### src/rtl/msgpack_stream_tokenizer_top_macros.svh
// Assertion helpers shared by the tokenizer modules.
`ifndef MSGPACK_STREAM_TOKENIZER_TOP_MACROS_SVH
`define MSGPACK_STREAM_TOKENIZER_TOP_MACROS_SVH

// Clocked check, off while reset is asserted.
`define MSGST_ASSERT(lbl, prop) \
  lbl: assert property (@(posedge clk_i) disable iff (!rst_ni) prop) \
    else $error("msgst check failed");

// Same, with a caller supplied message.
`define MSGST_ASSERT_MSG(lbl, prop, msg) \
  lbl: assert property (@(posedge clk_i) disable iff (!rst_ni) prop) \
    else $error(msg);

`endif

### src/rtl/msgst_pkg.sv
package msgst_pkg;

  typedef enum logic [3:0] {
    K_NIL     = 4'd0,
    K_FALSE   = 4'd1,
    K_TRUE    = 4'd2,
    K_UINT    = 4'd3,
    K_INT     = 4'd4,
    K_F32     = 4'd5,
    K_F64     = 4'd6,
    K_STR     = 4'd7,
    K_BIN     = 4'd8,
    K_ARRAY   = 4'd9,
    K_MAP     = 4'd10,
    K_PAYLOAD = 4'd11,
    K_ERROR   = 4'd12
  } kind_e;

  typedef enum logic [1:0] {
    ERR_NONE     = 2'd0,
    ERR_TYPE     = 2'd1,
    ERR_KEY      = 2'd2,
    ERR_DEPTH    = 2'd3
  } err_e;

  typedef enum logic [1:0] {
    PH_TYPE    = 2'd0,
    PH_FIELD   = 2'd1,
    PH_PAYLOAD = 2'd2
  } phase_e;

  typedef enum logic [2:0] {
    S_IN   = 3'd0,
    S_DEC  = 3'd1,
    S_FIN  = 3'd2,
    S_LOAD = 3'd3,
    S_EMIT = 3'd4
  } state_e;

  // Stack entry: remaining items (a map counts keys and values) and map flag.
  typedef struct packed {
    logic [32:0] cnt;
    logic        map;
  } entry_t;

  typedef struct packed {
    logic cap;
    logic dec;
    logic fin;
    logic load;
    logic emit;
  } cmd_t;

  typedef struct packed {
    logic dec_fin;
    logic dec_emit;
    logic fin_more;
    logic out_free;
  } stat_t;

  localparam logic [7:0] B_POSFIX_MAX = 8'h7F;
  localparam logic [7:0] B_NEGFIX_MIN = 8'hE0;
  localparam logic [7:0] B_FIXMAP_MAX = 8'h8F;
  localparam logic [7:0] B_FIXARR_MIN = 8'h90;
  localparam logic [7:0] B_FIXARR_MAX = 8'h9F;
  localparam logic [7:0] B_FIXSTR_MIN = 8'hA0;
  localparam logic [7:0] B_FIXSTR_MAX = 8'hBF;
  localparam logic [7:0] B_NIL        = 8'hC0;
  localparam logic [7:0] B_NEVER      = 8'hC1;
  localparam logic [7:0] B_FALSE      = 8'hC2;
  localparam logic [7:0] B_TRUE       = 8'hC3;
  localparam logic [7:0] B_BIN8       = 8'hC4;
  localparam logic [7:0] B_BIN32      = 8'hC6;
  localparam logic [7:0] B_EXT8       = 8'hC7;
  localparam logic [7:0] B_EXT32      = 8'hC9;
  localparam logic [7:0] B_F32        = 8'hCA;
  localparam logic [7:0] B_F64        = 8'hCB;
  localparam logic [7:0] B_UINT8      = 8'hCC;
  localparam logic [7:0] B_UINT64     = 8'hCF;
  localparam logic [7:0] B_INT8       = 8'hD0;
  localparam logic [7:0] B_INT64      = 8'hD3;
  localparam logic [7:0] B_FIXEXT1    = 8'hD4;
  localparam logic [7:0] B_FIXEXT16   = 8'hD8;
  localparam logic [7:0] B_STR8       = 8'hD9;
  localparam logic [7:0] B_STR32      = 8'hDB;
  localparam logic [7:0] B_ARR16      = 8'hDC;
  localparam logic [7:0] B_ARR32      = 8'hDD;
  localparam logic [7:0] B_MAP16      = 8'hDE;

endpackage

### src/rtl/msgst_ram.sv
module msgst_ram #(
  parameter int WIDTH = 34,
  parameter int DEPTH = 16
) (
  input  logic                             clk_i,
  input  logic                             we_i,
  input  logic [$clog2(DEPTH)-1:0]         waddr_i,
  input  logic [WIDTH-1:0]                 wdata_i,
  input  logic                             re_i,
  input  logic [$clog2(DEPTH)-1:0]         raddr_i,
  output logic [WIDTH-1:0]                 rdata_o
);
  logic [WIDTH-1:0] mem_q [DEPTH];
  logic [WIDTH-1:0] rdata_q;

  always_ff @(posedge clk_i) begin
    if (we_i) begin
      mem_q[waddr_i] <= wdata_i;
    end
    if (re_i) begin
      rdata_q <= mem_q[raddr_i];
    end
  end

  assign rdata_o = rdata_q;
endmodule

### src/rtl/msgst_ctrl.sv
`include "msgpack_stream_tokenizer_top_macros.svh"

module msgst_ctrl (
  input  logic            clk_i,
  input  logic            rst_ni,
  input  logic            in_valid_i,
  output logic            in_stall_o,
  input  msgst_pkg::stat_t st_i,
  output msgst_pkg::cmd_t  cmd_o
);
  import msgst_pkg::*;

  state_e state_q, state_d;

  always_ff @(posedge clk_i or negedge rst_ni) begin
    if (!rst_ni) begin
      state_q <= S_IN;
    end else begin
      state_q <= state_d;
    end
  end

  always_comb begin
    state_d = state_q;
    unique case (state_q)
      S_IN: begin
        if (in_valid_i) state_d = S_DEC;
      end
      S_DEC: begin
        if (st_i.dec_fin) state_d = S_FIN;
        else if (st_i.dec_emit) state_d = S_EMIT;
        else state_d = S_IN;
      end
      S_FIN: begin
        state_d = st_i.fin_more ? S_LOAD : S_EMIT;
      end
      S_LOAD: state_d = S_FIN;
      S_EMIT: begin
        if (st_i.out_free) state_d = S_IN;
      end
      default: state_d = S_IN;
    endcase
  end

  always_comb begin
    cmd_o      = '0;
    in_stall_o = 1'b1;
    unique case (state_q)
      S_IN: begin
        in_stall_o = 1'b0;
        cmd_o.cap  = in_valid_i;
      end
      S_DEC:  cmd_o.dec  = 1'b1;
      S_FIN:  cmd_o.fin  = 1'b1;
      S_LOAD: cmd_o.load = 1'b1;
      S_EMIT: cmd_o.emit = st_i.out_free;
      default: cmd_o = '0;
    endcase
  end

  `MSGST_ASSERT(a_load_then_fin, (state_q == S_LOAD) |=> (state_q == S_FIN))
  `MSGST_ASSERT_MSG(a_emit_free, cmd_o.emit |-> st_i.out_free, "emit into busy output")
endmodule

### src/rtl/msgst_dp.sv
`include "msgpack_stream_tokenizer_top_macros.svh"

module msgst_dp #(
  parameter int MAX_NESTING = 16
) (
  input  logic             clk_i,
  input  logic             rst_ni,
  input  msgst_pkg::cmd_t  cmd_i,
  output msgst_pkg::stat_t st_o,
  input  logic [7:0]       stream_byte_i,
  input  logic             cfg_valid_i,
  input  logic [4:0]       cfg_data_i,
  output logic             out_valid_o,
  input  logic             out_stall_i,
  output logic [3:0]       token_kind_o,
  output logic [63:0]      token_value_o,
  output logic [4:0]       nesting_depth_o,
  output logic             is_map_key_o,
  output logic             value_complete_o,
  output logic [1:0]       error_code_o
);
  import msgst_pkg::*;

  localparam int SPW = $clog2(MAX_NESTING + 1);
  localparam int AW  = $clog2(MAX_NESTING);
  localparam int CW  = (SPW > 5) ? SPW + 1 : 6;

  logic [7:0]     byte_q;
  phase_e         phase_q, phase_d;
  logic [3:0]     left_q, left_d;
  logic [3:0]     fw_q, fw_d;
  logic [63:0]    acc_q, acc_d;
  kind_e          pk_q, pk_d;
  logic [31:0]    pl_q, pl_d;
  logic [SPW-1:0] sp_q, sp_d;
  entry_t         top_q, top_d;
  err_e           err_q, err_d;
  logic [4:0]     maxd_q;

  kind_e          tk_q, tk_d;
  logic [63:0]    tv_q, tv_d;
  logic [4:0]     tdep_q, tdep_d;
  logic           tkey_q, tkey_d;
  logic           tdone_q, tdone_d;
  err_e           terr_q, terr_d;

  logic           ov_q, ov_d;
  kind_e          ok_q;
  logic [63:0]    ovl_q;
  logic [4:0]     odep_q;
  logic           okey_q, odone_q;
  err_e           oerr_q;

  logic           we, re;
  logic [AW-1:0]  waddr, raddr;
  entry_t         rdata;

  logic           key_due, is_str, is_cont, bad_type, too_deep;
  logic           hdr_go, scl_go;
  kind_e          hk, sk;
  logic [31:0]    hl;
  logic [63:0]    sv, acc_n;
  logic [3:0]     left_n;
  logic [31:0]    pl_n;
  logic [32:0]    rem;
  logic [7:0]     b;

  assign b       = byte_q;
  assign key_due = (sp_q != '0) && top_q.map && !top_q.cnt[0];
  assign is_str  = (b >= B_FIXSTR_MIN && b <= B_FIXSTR_MAX) || (b >= B_STR8 && b <= B_STR32);
  assign is_cont = (b > B_POSFIX_MAX && b <= B_FIXARR_MAX) || (b >= B_ARR16 && b < B_NEGFIX_MIN);
  assign bad_type = (b == B_NEVER) || (b >= B_EXT8 && b <= B_EXT32)
                 || (b >= B_FIXEXT1 && b <= B_FIXEXT16);
  assign too_deep = (CW'(sp_q) >= CW'(maxd_q)) || (CW'(sp_q) >= CW'(MAX_NESTING));
  assign rem      = top_q.cnt - 33'd1;

  always_comb begin
    phase_d = phase_q; left_d = left_q; fw_d = fw_q; acc_d = acc_q; pk_d = pk_q;
    pl_d = pl_q; sp_d = sp_q; top_d = top_q; err_d = err_q;
    tk_d = tk_q; tv_d = tv_q; tdep_d = tdep_q; tkey_d = tkey_q;
    tdone_d = tdone_q; terr_d = terr_q;
    st_o = '0;
    we = 1'b0; re = 1'b0;
    waddr = AW'(sp_q - SPW'(1));
    raddr = AW'(sp_q - SPW'(2));
    hdr_go = 1'b0; scl_go = 1'b0;
    hk = K_ARRAY; hl = '0; sk = K_NIL; sv = '0;
    acc_n = {acc_q[55:0], b};
    left_n = (left_q != 4'd0) ? left_q - 4'd1 : 4'd0;
    pl_n = (pl_q != 32'd0) ? pl_q - 32'd1 : 32'd0;

    if (cmd_i.dec && err_q == ERR_NONE) begin
      case (phase_q)
        PH_FIELD: begin
          acc_d  = acc_n;
          left_d = left_n;
          if (left_n == 4'd0) begin
            phase_d = PH_TYPE;
            if (pk_q >= K_STR) begin
              hdr_go = 1'b1; hk = pk_q; hl = acc_n[31:0];
            end else begin
              scl_go = 1'b1; sk = pk_q; sv = acc_n;
              if (pk_q == K_INT) begin
                case (fw_q)
                  4'd1: sv = {{56{acc_n[7]}}, acc_n[7:0]};
                  4'd2: sv = {{48{acc_n[15]}}, acc_n[15:0]};
                  4'd4: sv = {{32{acc_n[31]}}, acc_n[31:0]};
                  default: sv = acc_n;
                endcase
              end
            end
          end
        end
        PH_PAYLOAD: begin
          pl_d = pl_n;
          tk_d = K_PAYLOAD; tv_d = {56'd0, b}; tdep_d = 5'(sp_q);
          tkey_d = 1'b0; tdone_d = 1'b0; terr_d = ERR_NONE;
          st_o.dec_emit = 1'b1;
          if (pl_n == 32'd0) begin
            phase_d = PH_TYPE;
            st_o.dec_fin = 1'b1;
          end
        end
        default: begin
          phase_d = PH_TYPE;
          if (bad_type || (key_due && !is_str) || (is_cont && too_deep)) begin
            err_d = bad_type ? ERR_TYPE : ((key_due && !is_str) ? ERR_KEY : ERR_DEPTH);
            tk_d = K_ERROR; tv_d = {56'd0, b}; tdep_d = 5'(sp_q);
            tkey_d = 1'b0; tdone_d = 1'b0; terr_d = err_d;
            st_o.dec_emit = 1'b1;
          end else if (b <= B_POSFIX_MAX) begin
            scl_go = 1'b1; sk = K_UINT; sv = {56'd0, b};
          end else if (b >= B_NEGFIX_MIN) begin
            scl_go = 1'b1; sk = K_INT; sv = {56'hFF_FFFF_FFFF_FFFF, b};
          end else if (b <= B_FIXMAP_MAX) begin
            hdr_go = 1'b1; hk = K_MAP; hl = {28'd0, b[3:0]};
          end else if (b <= B_FIXARR_MAX) begin
            hdr_go = 1'b1; hk = K_ARRAY; hl = {28'd0, b[3:0]};
          end else if (b <= B_FIXSTR_MAX) begin
            hdr_go = 1'b1; hk = K_STR; hl = {27'd0, b[4:0]};
          end else if (b == B_NIL) begin
            scl_go = 1'b1; sk = K_NIL; sv = 64'd0;
          end else if (b == B_FALSE) begin
            scl_go = 1'b1; sk = K_FALSE; sv = 64'd0;
          end else if (b == B_TRUE) begin
            scl_go = 1'b1; sk = K_TRUE; sv = 64'd1;
          end else begin
            // Multi-byte field follows; remember its kind and width.
            phase_d = PH_FIELD;
            acc_d   = '0;
            if (b <= B_BIN32) begin
              pk_d = K_BIN; fw_d = 4'd1 << b[1:0];
            end else if (b == B_F32) begin
              pk_d = K_F32; fw_d = 4'd4;
            end else if (b == B_F64) begin
              pk_d = K_F64; fw_d = 4'd8;
            end else if (b <= B_UINT64) begin
              pk_d = K_UINT; fw_d = 4'd1 << b[1:0];
            end else if (b <= B_INT64) begin
              pk_d = K_INT; fw_d = 4'd1 << b[1:0];
            end else if (b <= B_STR32) begin
              pk_d = K_STR; fw_d = 4'd1 << 2'(b[1:0] - 2'd1);
            end else if (b <= B_ARR32) begin
              pk_d = K_ARRAY; fw_d = 4'd2 << b[0];
            end else begin
              pk_d = K_MAP; fw_d = 4'd2 << b[0];
            end
            left_d = fw_d;
          end
        end
      endcase

      if (scl_go) begin
        tk_d = sk; tv_d = sv; tdep_d = 5'(sp_q); tkey_d = key_due;
        tdone_d = 1'b0; terr_d = ERR_NONE;
        st_o.dec_emit = 1'b1;
        st_o.dec_fin  = 1'b1;
      end
      if (hdr_go) begin
        tk_d = hk; tv_d = {32'd0, hl}; tdep_d = 5'(sp_q); tkey_d = key_due;
        tdone_d = 1'b0; terr_d = ERR_NONE;
        st_o.dec_emit = 1'b1;
        if (hl == 32'd0) begin
          st_o.dec_fin = 1'b1;
        end else if (hk == K_STR || hk == K_BIN) begin
          pl_d = hl; phase_d = PH_PAYLOAD;
        end else if (CW'(sp_q) < CW'(MAX_NESTING)) begin
          we = (sp_q != '0);
          top_d.map = (hk == K_MAP);
          top_d.cnt = (hk == K_MAP) ? {hl, 1'b0} : {1'b0, hl};
          sp_d = sp_q + SPW'(1);
        end
      end
    end

    // One step per FIN cycle; a pop to an open entry reloads from stack memory.
    if (cmd_i.fin) begin
      if (sp_q == '0) begin
        tdone_d = 1'b1;
      end else if (rem != 33'd0) begin
        top_d.cnt = rem;
      end else begin
        sp_d = sp_q - SPW'(1);
        if (sp_q == SPW'(1)) begin
          tdone_d = 1'b1;
        end else begin
          re = 1'b1;
          st_o.fin_more = 1'b1;
        end
      end
    end

    if (cmd_i.load) begin
      top_d = rdata;
    end

    st_o.out_free = !ov_q || !out_stall_i;
    ov_d = ov_q;
    if (cmd_i.emit) ov_d = 1'b1;
    else if (!out_stall_i) ov_d = 1'b0;
  end

  msgst_ram #(
    .WIDTH($bits(entry_t)),
    .DEPTH(MAX_NESTING)
  ) u_stack (
    .clk_i  (clk_i),
    .we_i   (we),
    .waddr_i(waddr),
    .wdata_i(top_q),
    .re_i   (re),
    .raddr_i(raddr),
    .rdata_o(rdata)
  );

  always_ff @(posedge clk_i or negedge rst_ni) begin
    if (!rst_ni) begin
      phase_q <= PH_TYPE;
      left_q  <= '0;
      sp_q    <= '0;
      err_q   <= ERR_NONE;
      maxd_q  <= 5'd16;
      ov_q    <= 1'b0;
    end else begin
      phase_q <= phase_d;
      left_q  <= left_d;
      sp_q    <= sp_d;
      err_q   <= err_d;
      ov_q    <= ov_d;
      if (cfg_valid_i) maxd_q <= cfg_data_i;
    end
  end

  always_ff @(posedge clk_i) begin
    if (cmd_i.cap) byte_q <= stream_byte_i;
    fw_q    <= fw_d;
    acc_q   <= acc_d;
    pk_q    <= pk_d;
    pl_q    <= pl_d;
    top_q   <= top_d;
    tk_q    <= tk_d;
    tv_q    <= tv_d;
    tdep_q  <= tdep_d;
    tkey_q  <= tkey_d;
    tdone_q <= tdone_d;
    terr_q  <= terr_d;
    if (cmd_i.emit) begin
      ok_q    <= tk_q;
      ovl_q   <= tv_q;
      odep_q  <= tdep_q;
      okey_q  <= tkey_q;
      odone_q <= tdone_q;
      oerr_q  <= terr_q;
    end
  end

  assign out_valid_o      = ov_q;
  assign token_kind_o     = ok_q;
  assign token_value_o    = ovl_q;
  assign nesting_depth_o  = odep_q;
  assign is_map_key_o     = okey_q;
  assign value_complete_o = odone_q;
  assign error_code_o     = oerr_q;

  `MSGST_ASSERT(a_err_sticky, (err_q != ERR_NONE) |=> (err_q == $past(err_q)))
  `MSGST_ASSERT(a_sp_bound, CW'(sp_q) <= CW'(MAX_NESTING))
  `MSGST_ASSERT_MSG(a_emit_valid, cmd_i.emit |=> ov_q, "emitted token not presented")
endmodule

### src/rtl/msgpack_stream_tokenizer_top.sv
// MessagePack stream tokenizer.
// Input channel: in_valid_i / in_stall_o with stream_byte_i; one byte moves
// per transfer. Output channel: out_valid_o / out_stall_i with one token per
// transfer (kind, value, nesting depth, map-key flag, value-complete flag,
// error code). A byte yields zero or one token.
// Config: cfg_valid_i / cfg_ready_o writes max_depth; ready is always high.
// Write it only while no byte is in flight.
// Timing: a byte is taken, decoded in the next cycle, and its token is loaded
// into the output register in the emit state once that register is free; a
// byte that gives no token skips the emit state. A token that finishes an item
// (a scalar, the last payload byte, an empty string or container) first takes
// a count step that counts the item against the enclosing container. Each
// container that closes with another still open beneath it adds a reload of
// the new top entry from the stack memory (registered read port).
// The output register frees the decoder: the next byte is taken while a
// token waits on a stalled receiver; a second token then waits for it.
// Reset clears the parser, the stack pointer and any latched error; stack
// memory contents need no clearing. After an error token all further bytes
// are consumed silently until reset.
module msgpack_stream_tokenizer_top #(
  parameter int MAX_NESTING = 16
) (
  input  logic        clk_i,
  input  logic        rst_ni,
  input  logic        in_valid_i,
  output logic        in_stall_o,
  input  logic [7:0]  stream_byte_i,
  input  logic        cfg_valid_i,
  output logic        cfg_ready_o,
  input  logic [4:0]  cfg_data_i,
  output logic        out_valid_o,
  input  logic        out_stall_i,
  output logic [3:0]  token_kind_o,
  output logic [63:0] token_value_o,
  output logic [4:0]  nesting_depth_o,
  output logic        is_map_key_o,
  output logic        value_complete_o,
  output logic [1:0]  error_code_o
);
  import msgst_pkg::*;

  cmd_t  cmd;
  stat_t st;

  assign cfg_ready_o = 1'b1;

  msgst_ctrl u_ctrl (
    .clk_i     (clk_i),
    .rst_ni    (rst_ni),
    .in_valid_i(in_valid_i),
    .in_stall_o(in_stall_o),
    .st_i      (st),
    .cmd_o     (cmd)
  );

  msgst_dp #(
    .MAX_NESTING(MAX_NESTING)
  ) u_dp (
    .clk_i           (clk_i),
    .rst_ni          (rst_ni),
    .cmd_i           (cmd),
    .st_o            (st),
    .stream_byte_i   (stream_byte_i),
    .cfg_valid_i     (cfg_valid_i & cfg_ready_o),
    .cfg_data_i      (cfg_data_i),
    .out_valid_o     (out_valid_o),
    .out_stall_i     (out_stall_i),
    .token_kind_o    (token_kind_o),
    .token_value_o   (token_value_o),
    .nesting_depth_o (nesting_depth_o),
    .is_map_key_o    (is_map_key_o),
    .value_complete_o(value_complete_o),
    .error_code_o    (error_code_o)
  );
endmodule

### config.mk
export PLATFORM = sky130hd
export DESIGN_NAME = msgpack_stream_tokenizer_top
export DESIGN_NICKNAME = d
export VERILOG_FILES = /design/src/rtl/msgst_pkg.sv /design/src/rtl/msgst_ram.sv /design/src/rtl/msgst_ctrl.sv /design/src/rtl/msgst_dp.sv /design/src/rtl/msgpack_stream_tokenizer_top.sv
export VERILOG_INCLUDE_DIRS = /design/src /design/src/rtl
export SDC_FILE = /design/constraint.sdc
export NUM_CORES = 1
export LEC_CHECK = 0
export BUFFER_PORTS_ARGS = -buffer_cell sky130_fd_sc_hd__buf_2
export CAP_MARGIN = 20
export CORE_UTILIZATION = 65
export CTS_BUF_LIST = sky130_fd_sc_hd__clkbuf_8
export DETAILED_ROUTE_END_ITERATION = 6
export PLACE_DENSITY = 0.89
export SLEW_MARGIN = 20
export SYNTH_ARGS = -nofsm -noshare
export SYNTH_HDL_FRONTEND = slang
export SYNTH_SLANG_ARGS = --single-unit
### constraint.sdc
create_clock -name clk_i -period 9.9 [get_ports clk_i]
set_input_delay 0.99 -clock clk_i [delete_from_list [all_inputs] [get_ports clk_i]]
set_output_delay 0.99 -clock clk_i [all_outputs]
set_load 0.05 [all_outputs]
==> out/qor.yml <==
global_routing:
  grt_max_degree: 104
  grt_pass1_wl_um: 137000
  met3_usage_pct: 6.43
  grt_pass1_vias: 21999
  met1_usage_pct: 43.0
  grtUsageTotal_pct: 32.0
  grt_use_met2_pct: 52.2
  top_usage_layer: "met2"
  overflow: 0
  antenna_found_initial: 0
sta:
  slew_headroom_pct: 21.9
  slew_viol_final: 0
  post-route-period-util_pct: 61.7
  timing.fmax_ghz: 0.164
  fin_hold_ws_ns: 0.228
  skew_ns: 0.0426
  rsz0062_at_grt: "no"
  setup_viol: 0
  setup_tns_ns: 0
  tightestPinTransition_ns: 1.17
  period_needed_ns: 6.10
  hold_violations: 0
  setup_ws_ns: 3.80
drt:
  vias_per_cell: 6.81
  drc_errors: 0
  firstDrtPassIters: 7
  vias: 22541
  wire_per_inst_um: 28.1
  drt_iter0_drc: 3404
  ant_nets: 0
  wl_um: 92900
yosys:
  synthSimpleGateAreaFrac_pct: 8.20
  synth_edf_count: 836
  synth.avg_cell_area_um2: 16.2
  ys_seq_area_share_pct: 70.6
  syn_inst: 2310
  synth_cell_type_count: 89
  synth_compound_area_share_pct: 6.19
  ys_warn_count: 0
  yosys.cell_count.top_type: "edfxtp_1"
  yosys-mux-area-fraction_pct: 11.8
  yosys-top-cells-count: "edfxtp_1, mux4_2, nor2_1"
  async_flop_share_pct: 2.47
  yosysTopAreaCell: "edfxtp_1"
  synth_nets: 2346
  synth_top_family_by_area: "multiplexers"
  yosys_register_bits: 892
  synthesis.area_um2: 37300
  ys_top_cells_by_area: "edfxtp_1, mux4_2, dfxtp_1"
  synth_fa_ha_area_share_pct: 0.603
  ys.flop_type: "edfxtp_1"
  synth_top_area_share_pct: 67.3
  yosys.area_share.xor_xnor_pct: 0.728
floorplanning:
  core_um2: 56600
  ios: 98
  die_x_um: 242
  die_area_um2: 58400
  die_h_um: 242
  rows: 87
  initial_core_util_pct: 65.9
clock_network:
  clk_pin_slew_ns: 0.06
  htree_num_levels: 4
  tritoncts: "done"
  cts_resized: 0
  cts_buffer_depth: 3
  postCtsSetupBuffers: 0
  cts_hold_buf: 0
  cts_root_buf: "clkbuf_8"
  cts.sinks: 892
  insertion_delay_ns: 0.81
  cts_buffers: 140
layout:
  final_cells: 3309
  fin_nets: 2481
  drive_above_1_share_pct: 22.0
  syn2layout_area_growth_pct: 11.1
  antenna_cells: 0
setup_path:
  crit_arrival_ns: 6.50
  endpoint_kind: "flip-flop"
  crit_type: "flip-flop to flip-flop"
  crit_fanout: 75
  cp.required_ns: 10.30
  start_kind: "flip-flop"
placement:
  numPlacedInstances: 3046
  hpwl_um: 58600
  routabilityCongestion: 0.994
  place_ws_ns: 3.88
  port_buffers: 96
power_and_ir_drop:
  swShare_pct: 34.1
  power_leakage_nw: 13.8
  combPwrFrac_pct: 24.4
  pwr-share-seq_pct: 50.2
  p_per_area_nw_per_um2: 272
  internal-power_w: 0.00741
  power_w: 0.0113
  clockPowerShare_pct: 25.4
  irDropWorstVdd_v: 0.000173
  p_sw_w: 0.00384
worst_hold_path:
  hold_class: "primary input to asynchronous set/reset pin"
run:
  max_cap_viol_count: 0
outcome:
  run_status: "completed"
final timing paths:
check	from	end	slack (ns)	depth (start not counted)
min in group clk_i	stream_byte_i[2]	u_dp.b[2]$_DFFE_PP_	0.39	1
worst max-delay path	u_dp.sp_q[1]$_DFF_PN0_	u_dp.u_stack.mem_q[0][25]$_DFFE_PP_	3.80	12
worst min-delay path	rst_ni	u_dp.out_valid_o$_DFFE_PN0P_	0.23	1
worst min register to register	u_dp.tv_q[55]$_SDFFCE_PP0P_	u_dp.token_value_o[55]$_DFFE_PP_	0.42	0
worst max register to register	u_dp.sp_q[1]$_DFF_PN0_	u_dp.u_stack.mem_q[0][25]$_DFFE_PP_	3.80	12
max in group asynchronous	rst_ni	u_dp.sp_q[1]$_DFF_PN0_	9.19	1
critical path, cell delays in order, from the launching register on:
cell and delay [ns]:
dfrtp_4 0.86, inv_1 0.33, ha_1 0.28, or4b_2 0.62, nand3_1 0.17, a21oi_1 0.12
a211oi_1 0.55, nor2_1 0.29, nor3_1 0.24, buf_4 0.21, a21boi_0 0.54, nand2_1 0.44
nor2_4 1.01
cell type report:
class | count | area, um^2
clock buffers | 141 | 1940
fillers | 3249 | 15200
well taps | 756 | 946
clock inverters | 109 | 589
flip-flops and latches | 892 | 26300
inverters | 30 | 113
repair buffers | 137 | 993
multi-input cells | 1244 | 10500
power by group through the flow:
stage	combinational, W	clock (W)	sequential (W)
2_1_floorplan	0.00185	0	0.00552
3_3_place_gp	0.00261	0	0.00562
3_5_place_dp	0.00271	0	0.00570
4_1_cts	0.00272	0.00289	0.00562
5_1_grt	0.00291	0.00305	0.00569
6_report	0.00275	0.00286	0.00565
metal layers:
layer	share of wire (%)	vias up
li1	-	9487
met3	9.5	256
met2	50	1525
met5	0	-
met4	3.6	0
met1	37	11273
registers in the layout, summed over array words and instances, names as in the netlist, 8 cells and up:
register / count
u_dp.tv_q: 64
u_dp.u_stack.mem_q: 544
u_dp.b: 8
u_dp.acc_q: 56
u_dp.u_stack.rdata_o: 34
u_dp.top_q: 34
u_dp.pl_q: 32
u_dp.token_value_o: 64
kinds of logic (layout without fill, tap and decap cells):
| logic type | count (synthesis) | in the layout |
|---|---|---|
| flops | 892 | 892 |
| simple gates | 599 | 599 |
| compound gates | 368 | 368 |
| mux | 227 | 227 |
| buf+inv | 174 | 417 |
| xor+xnor | 31 | 31 |
| fa+ha+maj | 18 | 18 |
| other cells | 1 | 1 |
cell usage in the layout, fill, tap and decap left out, drive strengths merged, types with 50 or more instances in the layout:
cell type  netlist  final
nor2           158    158
nand2          109    109
and2            60     60
a21oi           75     75
mux2i           50     50
clkbuf         117    141
buf             27    137
mux4           170    170
nor3            71     71
o21ai          141    141
clkinv           2     54
inv             28     79
edfxtp         836    836
per-stage QoR:
stage | instance area (um^2) | utilization [%]
6_report | 41500 | 73.2
5_1_grt | 41500 | 73.2
4_1_cts | 41200 | 72.7
3_5_place_dp | 38600 | 68.2
3_3_place_gp | 38600 | 68.2
2_1_floorplan | 37300 | -
No activity file was read; power rests on OpenSTA's default activity.
